File: src/rtl/core/src_pkg.sv
// Shared types, constants and elaboration-time helpers for the soil retention
// curve evaluator. No dependencies.
`default_nettype none
package src_pkg;

  localparam int PW = 64;                     // product width before the constant divide
  localparam int LW = 48;                     // log-domain values, signed Q16.32
  localparam int PRESSURE_FRAC_BITS_DEF = 8;

  localparam int LOG_LAT = 33;
  localparam int DIV_LAT = 10;
  localparam int EXP_LAT = 33;

  localparam logic [13:0] DIVISOR = 14'd10000;
  localparam logic [18:0] DIV_RECIP = 19'd429496;    // floor(2^32 / 10000)

  localparam logic signed [15:0] K_U = 16'sd24279;
  localparam logic signed [15:0] K_D = 16'sd14279;
  localparam logic signed [15:0] K_K = 16'sd9529;
  localparam logic signed [15:0] K_Q = -16'sd471;

  typedef logic [31:0] root_tab_t [0:30];

  function automatic logic [63:0] log2q_c(input logic [63:0] x);
    int p;
    logic [63:0] m;
    logic [31:0] fr;
    p = 63;
    fr = '0;
    while (x[p] == 1'b0 && p > 0) p--;
    if (p >= 31) m = x >> (p - 31);
    else m = x << (31 - p);
    for (int i = 31; i >= 0; i--) begin
      m = (m * m) >> 31;
      if (m[32]) begin
        m = m >> 1;
        fr[i] = 1'b1;
      end
    end
    return {p[31:0], fr};
  endfunction

  function automatic logic [63:0] isqrt_c(input logic [63:0] xi);
    logic [63:0] x;
    logic [63:0] r;
    logic [63:0] b;
    x = xi;
    r = '0;
    b = 64'd1 << 62;
    while (b > x) b = b >> 2;
    while (b != 0) begin
      if (x >= r + b) begin
        x = x - (r + b);
        r = (r >> 1) + b;
      end else begin
        r = r >> 1;
      end
      b = b >> 2;
    end
    return r;
  endfunction

  // Successive square roots of two in Q.31, floored at each step.
  function automatic root_tab_t exp_root_tab();
    root_tab_t tab;
    logic [63:0] root;
    root = isqrt_c(64'd1 << 63);
    for (int i = 0; i < 31; i++) begin
      tab[i] = root[31:0];
      root = isqrt_c(root << 31);
    end
    return tab;
  endfunction

  // log2(mant) - dec * log2(10), Q.32.
  function automatic logic signed [63:0] lconst(input logic [63:0] mant, input int dec);
    logic signed [63:0] l10;
    l10 = $signed(log2q_c(64'd10));
    return $signed(log2q_c(mant)) - $signed(64'(dec)) * l10;
  endfunction

  localparam root_tab_t EXP_ROOT = exp_root_tab();

  localparam logic signed [63:0] C_U64 = lconst(64'd19722, 15);
  localparam logic signed [63:0] C_D64 = lconst(64'd47883044, 18);
  localparam logic signed [63:0] C_K64 = lconst(64'd2207, 3);
  localparam logic signed [63:0] C_Q64 = lconst(64'd21030503, 7);
  localparam logic signed [LW-1:0] C_U = C_U64[LW-1:0];
  localparam logic signed [LW-1:0] C_D = C_D64[LW-1:0];
  localparam logic signed [LW-1:0] C_K = C_K64[LW-1:0];
  localparam logic signed [LW-1:0] C_Q = C_Q64[LW-1:0];

  localparam logic [40:0] CAP_FRAC = 41'h100_0000_0000;
  localparam logic [40:0] CAP_SLOPE = 41'h0FF_FFFF_FFFF;

endpackage
`default_nettype wire

File: src/rtl/core/src_cdiv.sv
// Pipelined signed divide by ten thousand with truncation toward zero.
// One byte of the magnitude per stage through a reciprocal multiply. Uses src_pkg.
`default_nettype none
module src_cdiv (
  input  wire logic                        clk,
  input  wire logic                        en,
  input  wire logic signed [src_pkg::PW-1:0] x,
  output logic signed [src_pkg::LW-1:0]    y
);
  import src_pkg::*;

  localparam int NSTEP = PW / 8;

  logic [PW-1:0] mag_r   [0:NSTEP];
  logic [PW-1:0] q_r     [0:NSTEP];
  logic [13:0]   rem_r   [0:NSTEP];
  logic          neg_r   [0:NSTEP];
  logic [PW-1:0] q_nxt   [1:NSTEP];
  logic [13:0]   rem_nxt [1:NSTEP];
  logic [21:0]   v;
  logic [40:0]   prod;
  logic [7:0]    qd;
  logic [21:0]   rm;
  logic signed [LW-1:0] y_r;

  always_comb begin
    v = '0;
    prod = '0;
    qd = '0;
    rm = '0;
    for (int j = 1; j <= NSTEP; j++) begin
      v = {rem_r[j-1], mag_r[j-1][PW-1 -: 8]};
      prod = 41'(v) * 41'(DIV_RECIP);
      qd = prod[39:32];
      rm = v - 22'(qd) * 22'(DIVISOR);
      // The reciprocal is floored, so the digit can be one short.
      if (rm >= 22'(DIVISOR)) begin
        qd = qd + 8'd1;
        rm = rm - 22'(DIVISOR);
      end
      q_nxt[j] = {q_r[j-1][PW-9:0], qd};
      rem_nxt[j] = rm[13:0];
    end
  end

  always_ff @(posedge clk) begin
    if (en) begin
      neg_r[0] <= x[PW-1];
      mag_r[0] <= x[PW-1] ? PW'(-x) : PW'(x);
      q_r[0] <= '0;
      rem_r[0] <= '0;
      for (int j = 1; j <= NSTEP; j++) begin
        neg_r[j] <= neg_r[j-1];
        mag_r[j] <= mag_r[j-1] << 8;
        q_r[j] <= q_nxt[j];
        rem_r[j] <= rem_nxt[j];
      end
      y_r <= neg_r[NSTEP] ? LW'(-q_r[NSTEP]) : LW'(q_r[NSTEP]);
    end
  end

  assign y = y_r;

endmodule
`default_nettype wire

File: config.mk
export PLATFORM = sky130hd
export DESIGN_NAME = src_cdiv
export DESIGN_NICKNAME = d
export VERILOG_FILES = /design/src/rtl/core/src_pkg.sv /design/src/rtl/core/src_cdiv.sv
export SDC_FILE = /design/constraint.sdc
export NUM_CORES = 2
export LEC_CHECK = 0
export ABC_AREA = 0
export BUFFER_PORTS_ARGS = -buffer_cell sky130_fd_sc_hd__buf_2
export CAP_MARGIN = 40
export CORE_AREA = 2 2 516 518
export DETAILED_ROUTE_END_ITERATION = 8
export DIE_AREA = 0 0 518 520
export HOLD_SLACK_MARGIN = 0.05
export SETUP_SLACK_MARGIN = 0.5
export SYNTH_ARGS = -nofsm -noshare
export SYNTH_HDL_FRONTEND = slang
export SYNTH_SLANG_ARGS = --single-unit
File: constraint.sdc
create_clock -name clk -period 34.5 [get_ports clk]
set_input_delay 3.45 -clock clk [delete_from_list [all_inputs] [get_ports clk]]
set_output_delay 3.45 -clock clk [all_outputs]
set_load 0.01 [all_outputs]
==> metrics.md <==
| Metric | Value |
|---|---|
| Die ar. | `0.269 sq mm` |
| Clock transition at path regs | `0.06 ns` |
| Number of global-route vias before repair | `54620` |
| Initial antenna violation count | `10` |
| Setup Buffers After CTS | `0` |
| Synth Warn # | `0` |
| WP data arrival | `13.58 ns` |
| GRT Total Usage | `13.9%` |
| Via-to-Cell Ratio | `4.54` |
| Cells taking the most area after synthesis | `fa_1 (27%), edfxtp_1 (23%), ha_1 (22%)` |
| Minimum clock period after layout | `13.10 ns` |
| PortBufs | `113` |
| Post-CTS Resized | `0` |
| FFs w/ async S/R, synth | `0%` |
| Synth Area in Compound Gates | `6.78%` |
| Slew headroom | `39.1%` |
| WL final | `184 mm` |
| Syn Area/Cell | `10.8 sq um` |
| Setup-failing EPs final | `0` |
| Synth top area share | `27.3%` |
| Die X | `518 microns` |
| Root Driver | `clkbuf_16` |
| Core Region | `0.264 sq mm` |
| H-tree depth | `3` |
| Post-route ant nets | `0` |
| Post-synthesis sequential area ratio | `23.3%` |
| Layout Nets | `9982` |
| Mux contribution to synthesized area | `0.383%` |
| GP Congestion | `0.936` |
| Synth Flop Type | `edfxtp_1` |
| FF/Latch Area | `0.0183 sq mm` |
| Clk_skew | `0.0596 ns` |
| Simple-gate share of the synthesized area | `6.09%` |
| Initial Util | `29.8%` |
| XOR/XNOR share of the synthesized area | `4.76%` |
| Clk_lat worst skew | `0.74 ns` |
| Final period utilization | `38.0%` |
| IO Count | `114` |
| WP data required | `34.98 ns` |
| Maxcap violations | `0` |
| Number of synthesized register bits | `611` |
| Drt pass-1 iters | `5` |
| Cell Area, Synth | `0.0788 sq mm` |
| RSZ-0062 raised after global routing | `false` |
| Crit end category | `flip-flop` |
| Synth cell types | `86` |
| Final hold violation count | `0` |
| GRT overflow | `0` |
| Clock Sinks | `611` |
| Layout filler cell count | `26672` |
| Number of synthesized flops with an enable pin | `611` |
| Post-Synth Adder-Cell Area | `49.0%` |
| Crit path max fanout | `15` |
| Outcome | `finished clean` |
| CTS tree | `done` |
| Hold Buf Count CTS | `0` |
| Worst Hold Class | `flip-flop to flip-flop` |
| Hold Crit Depth | `0` |
| Crit path max-delay cell type | `edfxtp_1` |
| Max Clk Rate | `76.4 MHz` |
| Mean routed wirelength per cell | `16.7 microns` |
| Share of layout cells above drive strength 1 | `4.05%` |
| DRT iter0 DRCs | `2510` |
| R2R depth | `49` |
| Largest net degree at the start of global routing | `101` |
| Worst setup SP type | `flip-flop` |
| Chip height | `520 microns` |
| Residual DRC | `0` |
| Largest family of logic cells by synthesized area | `adder cells` |
| Via count | `50290` |
| Number of core rows | `189` |
| Slew @ Worst Pin | `0.908 ns` |
| Final TNS setup | `0 ns` |
| Leading area contributor after synthesis | `fa_1` |
| WS Path Type | `flip-flop to flip-flop` |
| First-pass GRT wire length | `298 mm` |
| Crit-path most repeated cell | `fa_1` |
| Max clock buf depth | `3` |
| Multi-input logic area | `0.0528 sq mm` |
| Area Growth Syn to Fin | `9.78%` |
| DP HPWL | `158 mm` |
| Pins Over Slew Limit | `0` |
| Total CTS buffers | `75` |
| Synthesized instance count | `7284` |
| Worst stage delay on the critical path | `0.59 ns` |
==> metrics by stage <==
step	utilization, %	hold slack (ns)	setup WS [ns]	instance area [sq um]	std cells
after detailed placement	31.8	0.405	21.32	84000	10935
after CTS	32.8	0.343	21.29	86500	11068
after global routing	32.8	0.384	20.39	86500	11071
after floorplan	-	0.400	22.89	78800	7288
after global placement	31.8	0.401	21.57	83800	10927
final	32.8	0.375	21.40	86500	11072
==> registers in the layout, indices dropped and copies added, names as in the netlist <==
register / flops
neg_r: 9
q_r: 168
rem_r: 98
mag_r: 288
y: 48
==> placed cells by master (no fill, tap or decap), types with 111 or more instances in the layout <==
master and count:
a21oi_1 207, buf_2 111, edfxtp_1 611, fa_1 1075, ha_1 1361, inv_1 1998, nand2_1 216, nor2_1 184
o21ai_0 185, xnor2_1 303, xor2_1 125
==> cell usage after synthesis (all sizes together), types with 22 or more instances <==
master / number
inv: 1998
ha: 1361
fa: 1075
edfxtp: 611
xnor2: 303
nand2: 216
a21oi: 207
o21ai: 190
nor2: 184
xor2: 125
nand3: 89
a21o: 78
nor3: 71
nand2b: 66
o21a: 50
nor2b: 47
nand4: 46
o31ai: 39
and3: 34
o211ai: 32
or3: 31
or4: 30
clkbuf: 26
a211oi: 23
and2: 23
mux2i: 23
o41ai: 22
==> cell type report <==
class,count,area share (%)
diodes,3,0.00868
clock buffers,92,2.27
clock inverters,41,0.547
inverters,1998,8.67
multi-input cells,4646,61.1
flip-flops and latches,611,21.2
well taps,3533,5.11
repair buffers,148,1.10
==> worst paths after layout <==
path	from	to	slack [ns]
hold / removal	mag_r[0][31]	mag_r[0][103]	0.37
hold reg to reg	mag_r[0][31]	mag_r[0][103]	0.37
setup reg to reg	rem_r[0][62]	q_r[0][321]	21.40
setup / recovery	rem_r[0][62]	q_r[0][321]	21.40
==> kinds of logic (layout without fill, tap and decap cells) <==
| kind of cell | Yosys count | after routing |
|---|---|---|
| and+or+nand+nor | 927 | 927 |
| buffers and inverters | 2031 | 2279 |
| muxes | 29 | 29 |
| xor gates and xnor gates | 428 | 428 |
| adders and majority gates | 2441 | 2441 |
| DFF | 611 | 611 |
| AOI/OAI and AO/OA | 816 | 816 |
| other | 1 | 8 |
==> per-layer routing <==
layer  share of wire (%)  GRT usage, %
met1                  43          17.5
met2                  51          25.0
met3                 3.2          1.66
met4                 2.8          3.92
met5                   0             0
==> worst max-delay path, delay by kind of cell, from the launching register on <==
family,cells,cell delay (ns)
AOI/OAI and AO/OA,18,3.98
buffers and inverters,5,0.67
xor gates and xnor gates,3,0.56
and+or+nand+nor,9,1.39
DFF,1,0.59
adders and majority gates,13,5.23
muxes,1,0.37
Power is not shown: default switching activity piles up to over one toggle a cycle in this logic, so the estimate is an artifact.
